`config.mk`:
```
export PLATFORM = sky130hd
export DESIGN_NAME = msblit_front
export DESIGN_NICKNAME = d
export VERILOG_FILES = /design/src/hw/rtl/masked_sprite_blitter_assert.svh /design/src/hw/rtl/msblit_pkg.sv /design/src/hw/rtl/msblit_front.sv
export SDC_FILE = /design/constraint.sdc
export NUM_CORES = 1
export LEC_CHECK = 0
export CAP_MARGIN = 20
export CORE_AREA = 5 5 55 57
export DETAILED_ROUTE_END_ITERATION = 7
export DIE_AREA = 0 0 60 62
export DONT_BUFFER_PORTS = 1
export GPL_ROUTABILITY_DRIVEN = 1
export GPL_TIMING_DRIVEN = 0
export PLACE_DENSITY_LB_ADDON = 0.2
export REMOVE_ABC_BUFFERS = 1
export SYNTH_ARGS = -nofsm -noshare
export SYNTH_HDL_FRONTEND = slang
export SYNTH_SLANG_ARGS = --single-unit
```
`constraint.sdc`:
```
create_clock -name vclk -period 1.4
set_clock_uncertainty 0.1 [all_clocks]
set_input_delay 0.28 -clock vclk [all_inputs]
set_output_delay 0.28 -clock vclk [all_outputs]
set_load 0.02 [all_outputs]
```
`src/hw/rtl/masked_sprite_blitter_assert.svh`:
```
// Assertion macros for the masked sprite blitter RTL.
// Included by the modules that carry concurrent assertions; depends on nothing.
`ifndef MASKED_SPRITE_BLITTER_ASSERT_SVH
`define MASKED_SPRITE_BLITTER_ASSERT_SVH
`ifndef SYNTH
// Checked while reset is low.
`define MSB_ASSERT(name, clk, rst, prop) \
   name: assert property (@(posedge clk) disable iff (rst) prop) \
      else $error("masked_sprite_blitter: assertion failed");
// Checked at every edge, reset included.
`define MSB_ASSERT_ALWAYS(name, clk, prop) \
   name: assert property (@(posedge clk) prop) \
      else $error("masked_sprite_blitter: assertion failed");
`else
`define MSB_ASSERT(name, clk, rst, prop)
`define MSB_ASSERT_ALWAYS(name, clk, prop)
`endif
`endif

```
`src/hw/rtl/msblit_pkg.sv`:
```
// Shared types, sizes and codes of the masked sprite blitter.
// Used by every module of the block; depends on nothing.
`timescale 1ns / 1ps

package msblit_pkg;

   // Store geometry.
   localparam int FRAME_WORDS  = 8192;
   localparam int SPRITE_ROWS  = 64;
   localparam int SPRITE_SLOTS = 16;

   localparam int FRAME_COLS = 32;
   localparam int SPR_COLS   = 4;
   localparam int SPR_WORDS  = SPRITE_ROWS * SPR_COLS;
   localparam int SPR_DEPTH  = SPRITE_SLOTS * SPR_WORDS;

   localparam int FRAME_AW = $clog2(FRAME_WORDS);
   localparam int SPR_AW   = $clog2(SPR_DEPTH);
   localparam int ROW_W    = $clog2(SPRITE_ROWS);
   localparam int COL_W    = $clog2(SPR_COLS);

   // Field widths fixed by the interface.
   localparam int PIX_W   = 16;
   localparam int SHIFT_W = 4;
   localparam int RAW_W   = 13;

   localparam int Q_DEPTH = 2;

   localparam logic [PIX_W-1:0] WORD_ONES = 16'hFFFF;
   localparam logic [PIX_W-1:0] WORD_ZERO = 16'h0000;

   localparam logic [1:0] OP_SPR_WRITE = 2'd0;
   localparam logic [1:0] OP_CLEAR     = 2'd1;
   localparam logic [1:0] OP_DRAW      = 2'd2;
   localparam logic [1:0] OP_READ      = 2'd3;

   typedef enum logic [2:0] {
      K_NOP,
      K_SPR_WRITE,
      K_CLEAR,
      K_DRAW,
      K_READ
   } kind_type;

   typedef enum logic [3:0] {
      B_INIT,
      B_IDLE,
      B_RDMEM,
      B_CLEAR,
      B_FETCH,
      B_LEFT,
      B_RIGHT,
      B_RESP
   } bstate_type;

   typedef struct packed {
      logic [1:0]         opcode;
      logic [3:0]         sprite_slot;
      logic [7:0]         sprite_word_index;
      logic [PIX_W-1:0]   color_word;
      logic [PIX_W-1:0]   mask_word;
      logic [8:0]         pos_x;
      logic [7:0]         pos_y;
      logic               fill_white;
      logic [RAW_W-1:0]   frame_address;
   } req_type;

   typedef struct packed {
      logic [PIX_W-1:0] read_data;
      logic [1:0]       done_opcode;
   } rsp_type;

   // Classified command handed from the front end to the engine.
   typedef struct packed {
      kind_type             kind;
      logic [1:0]           opcode;
      logic [SPR_AW-1:0]    spr_addr;
      logic [PIX_W-1:0]     color;
      logic [PIX_W-1:0]     mask;
      logic [RAW_W-1:0]     raw_addr;
      logic [SHIFT_W-1:0]   shift;
      logic                 fill;
   } cmd_type;

endpackage

```
`src/hw/rtl/msblit_front.sv`:
```
// Front end of the masked sprite blitter: takes request transfers and classifies them.
// Depends on msblit_pkg; feeds msblit_queue.
`timescale 1ns / 1ps

module msblit_front (
   input  logic                 req_valid,
   output logic                 req_stall,
   input  msblit_pkg::req_type  req_data,
   input  logic                 q_full,
   input  logic                 init_busy,
   output logic                 push,
   output msblit_pkg::cmd_type  push_cmd
);

   logic                            slot_ok;
   logic                            idx_ok;
   logic [msblit_pkg::SPR_AW-1:0]   spr_base;

   assign req_stall = q_full | init_busy;
   assign push      = req_valid & ~req_stall;

   assign slot_ok  = 32'(req_data.sprite_slot) < msblit_pkg::SPRITE_SLOTS;
   assign idx_ok   = 32'(req_data.sprite_word_index) < msblit_pkg::SPR_WORDS;
   assign spr_base = msblit_pkg::SPR_AW'(32'(req_data.sprite_slot) * msblit_pkg::SPR_WORDS);

   always_comb begin
      push_cmd.kind     = msblit_pkg::K_NOP;
      push_cmd.opcode   = req_data.opcode;
      push_cmd.spr_addr = spr_base;
      push_cmd.color    = req_data.color_word;
      push_cmd.mask     = req_data.mask_word;
      push_cmd.raw_addr = req_data.frame_address;
      push_cmd.shift    = req_data.pos_x[3:0];
      push_cmd.fill     = req_data.fill_white;
      case (req_data.opcode)
         msblit_pkg::OP_SPR_WRITE: begin
            push_cmd.spr_addr = spr_base + msblit_pkg::SPR_AW'(req_data.sprite_word_index);
            if (slot_ok && idx_ok) begin
               push_cmd.kind = msblit_pkg::K_SPR_WRITE;
            end
         end
         msblit_pkg::OP_CLEAR: begin
            push_cmd.kind = msblit_pkg::K_CLEAR;
         end
         msblit_pkg::OP_DRAW: begin
            // Word base of the instance: row times 32 plus the tile column.
            push_cmd.raw_addr = {req_data.pos_y, req_data.pos_x[8:4]};
            if (slot_ok) begin
               push_cmd.kind = msblit_pkg::K_DRAW;
            end
         end
         msblit_pkg::OP_READ: begin
            push_cmd.kind = msblit_pkg::K_READ;
         end
         default: begin
            push_cmd.kind = msblit_pkg::K_NOP;
         end
      endcase
   end

endmodule

```
==> impl_metrics.json <==
{
  "dpl_cell_area_um2": 312,
  "pwr_density_cell_nw_per_um2": 418,
  "drt_iter0_markers": 1,
  "vias": 361,
  "grt_max_degree": 9,
  "syn_avg_cell_area_um2": 8.22,
  "maxCapViolations": 0,
  "violations": "setup timing",
  "die_h_um": 62,
  "via_per_inst": 5.55,
  "cp-start-kind": "input port",
  "p_leak_nw": 0.189,
  "dp_cells": 60,
  "setup_violations": 4,
  "antenna_found_initial": 1,
  "drive_gt1_frac": 0.618,
  "netlist_area_um2": 608,
  "final_area_um2": 427,
  "grt-ovfl-total": 0,
  "fmax_ghz": 0.713,
  "initial_core_util": 0.250,
  "critPathSlowestCell": "mux2_4",
  "finalMaxSlewViolations": 0,
  "hold_path_class": "in -> out",
  "slowest_delay_ns": 0.34,
  "wire_per_inst_um": 63.2,
  "yosysUniqueCellTypes": 8,
  "final_common_cell": "mux2_4",
  "p_total_mw": 0.178,
  "period_minus_slack_ns": 1.40,
  "num_io_pins": 149,
  "yosysWarnings": 0,
  "arrival_ns": 1.02,
  "finalSetupTns_ns": -0.00446,
  "die-area_um2": 3720,
  "slew_headroom": 0.558,
  "seqCellArea_um2": 0,
  "worstMarginPinSlew_ns": 0.662,
  "rsz0062_at_grt": "true",
  "grt_pass1_vias": 408,
  "coreArea_um2": 2430,
  "drt_wl_total_mm": 4.11,
  "crit_path_max_fanout": 7,
  "fin_cells": 65,
  "crit_chain": "clkinvlp_4, ha_4, buf_8, mux2_4",
  "critPathRequiredTime_ns": 1.02,
  "critPathCaptureType": "primary output",
  "clock_buffers": 0,
  "gp_congestion": 0.714,
  "critical_path_buf_inv_count": 2,
  "nNetsFinal": 120,
  "status": "finished with violations",
  "critPathKind": "in -> out",
  "dr.pass1.iters": 2,
  "track_usage": 0.200,
  "dpl.hpwl_mm": 3.80,
  "grt_pass1_wl_mm": 4.43,
  "io_buffers": 0,
  "peakVddDrop_mv": 0.0941,
  "fp.dieW_um": 60,
  "seq_area_frac_synth": 0,
  "critPathTopFamily": "multiplexers",
  "drt.antenna.violating_nets": 0,
  "syn_inst": 74,
  "hold_violations": 0,
  "areaGrowthSynthToFinish_pct": -29.8,
  "fp-row-count": 18,
  "seq_cell_count": 0,
  "mostFrequentLayoutCells": "mux2_4 (13), and2_1 (8), ha_1 (3), buf_6 (2)",
  "hold_buffers": 0,
  "remaining_drc_errors": 0,
  "period_share": 1.00,
  "fin_ws_ns": -0.00178,
  "hold-worst-slack_ns": 0.460
}
-- report_power, final --
group	internal (mW)	switching, mW
sequential	0	0
clock	0.0000000956	0
combinational	0.0752	0.103
-- timing repair --
item,4_1_cts,5_1_grt
setup buffers,4,0
hold endpoints to repair,0,0
setup endpoints to repair,14,13
pin swaps,1,0
gates resized for setup,21,0
-- synth_stat cells --
master   count  share of area
buf_4       43           0.53
mux2_2      13           0.24
and2_1       8          0.082
ha_1         4          0.082
inv_1        2          0.012
or2_2        2          0.021
buf_6        1          0.019
nor3b_1      1          0.012
-- cell families (layout without fill, tap and decap cells) --
group | Yosys count | count (layout) | synth area share
other | 0 | 1 | 0
multiplexers | 13 | 13 | 0.241
AND/OR/NAND/NOR | 11 | 11 | 0.115
adder cells (fa/ha/maj) | 4 | 4 | 0.0823
buffers and inverters | 46 | 6 | 0.562
-- layout make-up --
class	count	area [µm²]
tap	30	37.5
antenna	1	2.50
multi-input combinational	28	330
fill	266	2010
timing repair buffer	4	45.0
inverter	2	11.3
-- metal layers --
layer	vias up	GRT usage	routed length, µm
met5	-	0	0
met1	142	0.159	1100
met4	0	0	0
li1	113	-	-
met2	106	0.304	1700
met3	0	0.291	1310
-- metrics by stage --
step,utilization,setup slack [ns]
floorplan,-,-0.207
global placement,0.128,-0.402
detailed placement,0.128,-0.428
CTS,0.174,-0.000365
global route,0.175,-0.0201
finish,0.175,-0.00178
-- worst paths after layout --
kind / endpoint / cells past startpoint / from / slack [ns]
max: push_cmd[12] / 4 / req_data[75] / -0.002
min: push_cmd[47] / 0 / req_data[60] / 0.46
Power figures use the tool's default switching activity.
