$ cat config.mk
export PLATFORM = sky130hd
export DESIGN_NAME = msblit_queue
export DESIGN_NICKNAME = d
export VERILOG_FILES = /design/src/hw/rtl/masked_sprite_blitter_assert.svh /design/src/hw/rtl/msblit_pkg.sv /design/src/hw/rtl/msblit_queue.sv
export SDC_FILE = /design/constraint.sdc
export NUM_CORES = 1
export LEC_CHECK = 0
export ABC_AREA = 1
export BUFFER_PORTS_ARGS = -buffer_cell sky130_fd_sc_hd__buf_2
export CELL_PAD_IN_SITES_DETAIL_PLACEMENT = 0
export CELL_PAD_IN_SITES_GLOBAL_PLACEMENT = 2
export CORE_UTILIZATION = 41
export DETAILED_ROUTE_END_ITERATION = 8
export PLACE_DENSITY = 0.95
export RECOVER_POWER = 25
export SYNTH_ARGS = -nofsm -noshare
export SYNTH_HDL_FRONTEND = slang
export SYNTH_SLANG_ARGS = --single-unit
$ cat constraint.sdc
create_clock -name clock -period 7.37 [get_ports clock]
set_clock_uncertainty 0.05 [all_clocks]
set_input_delay 1.1055 -clock clock [delete_from_list [all_inputs] [get_ports clock]]
set_output_delay 1.1055 -clock clock [all_outputs]
set_load 0.03 [all_outputs]
$ cat src/hw/rtl/masked_sprite_blitter_assert.svh
// Assertion macros for the masked sprite blitter RTL.
// Included by the modules that carry concurrent assertions; depends on nothing.
`ifndef MASKED_SPRITE_BLITTER_ASSERT_SVH
`define MASKED_SPRITE_BLITTER_ASSERT_SVH
`ifndef SYNTH
// Checked while reset is low.
`define MSB_ASSERT(name, clk, rst, prop) \
   name: assert property (@(posedge clk) disable iff (rst) prop) \
      else $error("masked_sprite_blitter: assertion failed");
// Checked at every edge, reset included.
`define MSB_ASSERT_ALWAYS(name, clk, prop) \
   name: assert property (@(posedge clk) prop) \
      else $error("masked_sprite_blitter: assertion failed");
`else
`define MSB_ASSERT(name, clk, rst, prop)
`define MSB_ASSERT_ALWAYS(name, clk, prop)
`endif
`endif

$ cat src/hw/rtl/msblit_pkg.sv
// Shared types, sizes and codes of the masked sprite blitter.
// Used by every module of the block; depends on nothing.
`timescale 1ns / 1ps

package msblit_pkg;

   // Store geometry.
   localparam int FRAME_WORDS  = 8192;
   localparam int SPRITE_ROWS  = 64;
   localparam int SPRITE_SLOTS = 16;

   localparam int FRAME_COLS = 32;
   localparam int SPR_COLS   = 4;
   localparam int SPR_WORDS  = SPRITE_ROWS * SPR_COLS;
   localparam int SPR_DEPTH  = SPRITE_SLOTS * SPR_WORDS;

   localparam int FRAME_AW = $clog2(FRAME_WORDS);
   localparam int SPR_AW   = $clog2(SPR_DEPTH);
   localparam int ROW_W    = $clog2(SPRITE_ROWS);
   localparam int COL_W    = $clog2(SPR_COLS);

   // Field widths fixed by the interface.
   localparam int PIX_W   = 16;
   localparam int SHIFT_W = 4;
   localparam int RAW_W   = 13;

   localparam int Q_DEPTH = 2;

   localparam logic [PIX_W-1:0] WORD_ONES = 16'hFFFF;
   localparam logic [PIX_W-1:0] WORD_ZERO = 16'h0000;

   localparam logic [1:0] OP_SPR_WRITE = 2'd0;
   localparam logic [1:0] OP_CLEAR     = 2'd1;
   localparam logic [1:0] OP_DRAW      = 2'd2;
   localparam logic [1:0] OP_READ      = 2'd3;

   typedef enum logic [2:0] {
      K_NOP,
      K_SPR_WRITE,
      K_CLEAR,
      K_DRAW,
      K_READ
   } kind_type;

   typedef enum logic [3:0] {
      B_INIT,
      B_IDLE,
      B_RDMEM,
      B_CLEAR,
      B_FETCH,
      B_LEFT,
      B_RIGHT,
      B_RESP
   } bstate_type;

   typedef struct packed {
      logic [1:0]         opcode;
      logic [3:0]         sprite_slot;
      logic [7:0]         sprite_word_index;
      logic [PIX_W-1:0]   color_word;
      logic [PIX_W-1:0]   mask_word;
      logic [8:0]         pos_x;
      logic [7:0]         pos_y;
      logic               fill_white;
      logic [RAW_W-1:0]   frame_address;
   } req_type;

   typedef struct packed {
      logic [PIX_W-1:0] read_data;
      logic [1:0]       done_opcode;
   } rsp_type;

   // Classified command handed from the front end to the engine.
   typedef struct packed {
      kind_type             kind;
      logic [1:0]           opcode;
      logic [SPR_AW-1:0]    spr_addr;
      logic [PIX_W-1:0]     color;
      logic [PIX_W-1:0]     mask;
      logic [RAW_W-1:0]     raw_addr;
      logic [SHIFT_W-1:0]   shift;
      logic                 fill;
   } cmd_type;

endpackage

$ cat src/hw/rtl/msblit_queue.sv
// Short command queue between the blitter front end and its engine.
// Depends on msblit_pkg.
`timescale 1ns / 1ps

module msblit_queue (
   input  logic                 clock,
   input  logic                 reset,
   input  logic                 push,
   input  msblit_pkg::cmd_type  push_cmd,
   output logic                 q_full,
   output logic                 q_valid,
   output msblit_pkg::cmd_type  q_cmd,
   input  logic                 q_pop
);

   localparam int PTR_W = (msblit_pkg::Q_DEPTH > 1) ? $clog2(msblit_pkg::Q_DEPTH) : 1;
   localparam int CNT_W = $clog2(msblit_pkg::Q_DEPTH + 1);

   msblit_pkg::cmd_type entry_ff [msblit_pkg::Q_DEPTH];
   logic [PTR_W-1:0]    wr_ptr_ff, wr_ptr_in;
   logic [PTR_W-1:0]    rd_ptr_ff, rd_ptr_in;
   logic [CNT_W-1:0]    count_ff, count_in;
   logic                do_push;
   logic                do_pop;

   assign q_full  = (count_ff == CNT_W'(msblit_pkg::Q_DEPTH));
   assign q_valid = (count_ff != '0);
   assign q_cmd   = entry_ff[rd_ptr_ff];
   assign do_push = push & ~q_full;
   assign do_pop  = q_pop & q_valid;

   always_comb begin
      wr_ptr_in = wr_ptr_ff;
      rd_ptr_in = rd_ptr_ff;
      count_in  = count_ff;
      if (do_push) begin
         wr_ptr_in = (wr_ptr_ff == PTR_W'(msblit_pkg::Q_DEPTH - 1)) ? '0 : wr_ptr_ff + 1'b1;
      end
      if (do_pop) begin
         rd_ptr_in = (rd_ptr_ff == PTR_W'(msblit_pkg::Q_DEPTH - 1)) ? '0 : rd_ptr_ff + 1'b1;
      end
      if (do_push && !do_pop) begin
         count_in = count_ff + 1'b1;
      end else if (do_pop && !do_push) begin
         count_in = count_ff - 1'b1;
      end
   end

   always_ff @(posedge clock) begin
      if (reset) begin
         wr_ptr_ff <= '0;
         rd_ptr_ff <= '0;
         count_ff  <= '0;
      end else begin
         wr_ptr_ff <= wr_ptr_in;
         rd_ptr_ff <= rd_ptr_in;
         count_ff  <= count_in;
      end
   end

   always_ff @(posedge clock) begin
      if (do_push) begin
         entry_ff[wr_ptr_ff] <= push_cmd;
      end
   end

endmodule

==> run summary <==
- 3.23 ns — final worst path period need
- primary output — category of the worst setup path capture point
- 0 — number of pins with negative max-slew slack in the final report
- 0 — Overflow after GRT
- 0.0131 mm² — area enclosed by the die boundary
- 5.34 ns — slack of the worst reg-to-reg path
- 6.21 ns — Crit path required time
- 139 — flop and latch count out of synthesis
- 139 — clock net sink count
- false — setup repair after global routing missed its margin
- 4.58 — vias per cell
- 68 — maximum number of pins on one net before global-route repair
- 0 — count of instances resized after the clock tree is built
- 470 — layout net count
- 0 — number of nets still failing antenna checks after routing
- 139 — count of input and output buffers
- 0.439 — final worst-path cycle share
- 0 ns — setup TNS
- 0.06 ns — clock-pin slew reported for the worst setup and hold paths after clock tree synthesis
- 380 mW/mm² — power per unit of standard cell area
- 0.743 — placer congestion estimate
- sky130_fd_sc_hd__edfxtp_1 (78%), sky130_fd_sc_hd__mux2_4 (8.7%), sky130_fd_sc_hd__mux2_2 (8.0%) — leading post-synthesis cells by cell area
- flop to primary output — Critical Setup Path Class
- 0.546 — final design utilization
- flop to flop — min-delay worst type
- 17 — total clock buffers created by CTS
- 0 — Final setup violation count
- flop — Setup crit start kind
- 4 — number of H-tree levels
- 0.139 — aggregate global-route resource usage
- sky130_fd_sc_hd__clkbuf_16 — clk root buf
- sky130_fd_sc_hd__edfxtp_1 — Synth Flop Type
- 0.221 mV — peak ir drop on the vdd network
- 245 — cell count after synthesis
- 2655 — Via Count
- 15 — synth unique cells
- 580 — final std cells w/o fill
- 2 — buffers from clock root to sink, at most
- yes — CTS tree
- 0.40 ns — Worst-Skew Late Latency
- 134 — EDFF count, synth
- 0 — number of buffers inserted by hold repair at cts
- 0.309 GHz — maximum clock frequency
- 0 — post-CTS setup buffers
- sky130_fd_sc_hd__dfxtp_4 — master of the slowest instance on the critical path
- 0 — Yosys warning count
- 0.00253 µW — Leak
- 13300 µm — first-pass GRT wire length
- mux2_2 -> buf_2 — cells traversed along the worst timing path
- 547 — total instance count after detailed placement
- 15.1 µm — average wire length per cell after detail routing
- 2756 — via count of the first global-routing pass
- 114 µm — Die Y
- 1.04 ns — transition time at the pin with the least slew margin
- 0 — number of design rule violations left after detail routing
- 0 — async set-or-reset flop fraction in the synthesized netlist
- 1 — initial antenna violation count
- 8770 µm — total length of routed wires
- 1.03 ns — worst stage delay on the critical path
- 0 — Final Hold Vio Count
- finished clean — result of the run
- 109 — count of routing violations after the opening detailed-route iteration
- sky130_fd_sc_hd__edfxtp_1 — dominant cell by count in the synthesized netlist
- 0.795 — share of synthesized area occupied by flip-flops and latches
- 0.0122 mm² — placeable core region
- 2.08 ns — arrival time worst endpoint
- 114 µm — floorplan die width
- sky130_fd_sc_hd__edfxtp_1 — cell accounting for the most synthesized area
- 0.776 — share of Yosys cell area claimed by the top area cell type
- sky130_fd_sc_hd__edfxtp_1 (134), sky130_fd_sc_hd__mux2_2 (37), sky130_fd_sc_hd__mux2_4 (30) — Commonest cells post-synth
- 317 — Syn Nets
- 21.2 µm² — Avg Cell Area, Syn
- 67 — worst-path fanout max
- 0.427 — initial core utilization
- 4 — Initial DRT Pass Iterations
- 140 — number of placed I/O pins
- 0.307 — remaining max-slew budget at the tightest pin
- 28.0% — layout overhead on the synthesized area
- 5620 µm — DP HPWL
- 40 — row count
- 0.543 — share of final-layout standard cells stronger than drive strength 1
- 0.00519 mm² — post-synth design cell area
- 0 — max-cap violation count
==> layer usage <==
metal	wire length [µm]	vias up	GRT usage
met5	0	-	0
met4	130	0	0.0528
met3	732	14	0.0630
met2	4360	100	0.235
met1	3550	1287	0.153
li1	-	1254	-
==> cell families (layout without fill, tap and decap cells) <==
group / after synthesis / after routing / synth area share
fa+ha+maj: 1 / 1 / 0.00241
compound gates: 5 / 5 / 0.00482
simple gates: 18 / 18 / 0.0140
mux: 67 / 67 / 0.167
other cells: 0 / 1 / 0
buf+inv: 15 / 181 / 0.0166
flops: 139 / 139 / 0.795
==> cells in the final DEF (no fill, tap or decap), drive strengths merged <==
| cell type | instances |
|---|---|
| a21oi | 2 |
| buf | 125 |
| bufinv | 2 |
| clkbuf | 41 |
| clkinv | 3 |
| clkinvlp | 2 |
| dfxtp | 5 |
| diode | 1 |
| edfxtp | 134 |
| ha | 1 |
| inv | 8 |
| mux2 | 67 |
| nand2 | 7 |
| nand3 | 2 |
| nand4 | 1 |
| nor2 | 8 |
| o21ai | 3 |
==> cell type report <==
class                           instances  area [µm²]
Antenna cell                            1        2.50
Clock buffer                           25         495
Clock inverter                          7        90.1
Fill cell                             990        5520
Inverter                                8        30.0
Multi-Input combinational cell         91         992
Sequential cell                       139        4130
Tap cell                              168         210
Timing Repair Buffer                  141         691
==> critical path: cells and delay by family, from the launching register on <==
kind	cells	cell delay, ns
multiplexers	1	0.42
flip-flops	1	1.03
buffers and inverters	1	0.18
==> state kept, by name, summed over array words and instances, names as in the netlist, named ones only <==
register / flops
rd_ptr_ff: 1
entry_ff: 134
wr_ptr_ff: 1
count_ff: 2
==> report_power, final <==
part / internal [µW] / total, µW / leakage (µW) / switching (µW)
clock network: 532 / 817 / 0.000283 / 285
registers: 1000 / 1070 / 0.00129 / 72.0
logic: 239 / 634 / 0.000957 / 395
total: 1770 / 2530 / 0.00253 / 752
==> stage by stage <==
step	total power, µW	hold slack, ns	area [µm²]	setup slack, ns
2_1_floorplan	1570	0.415	5190	2.77
3_3_place_gp	1720	0.431	6070	4.53
3_5_place_dp	1740	0.436	6070	4.52
4_1_cts	2560	0.462	6660	4.08
5_1_grt	2630	0.515	6640	4.02
6_report	2530	0.465	6640	4.14
==> worst paths after layout <==
path | from | end | cells after the start
worst max-delay path | flop | q_cmd[66] | 2
worst min-delay path | rd_ptr_ff | flop | 2
worst max register to register | count_ff[1] | entry_ff[0][26] | 4
worst min register to register | rd_ptr_ff | flop | 2
No activity file was read; power rests on OpenSTA's default activity.
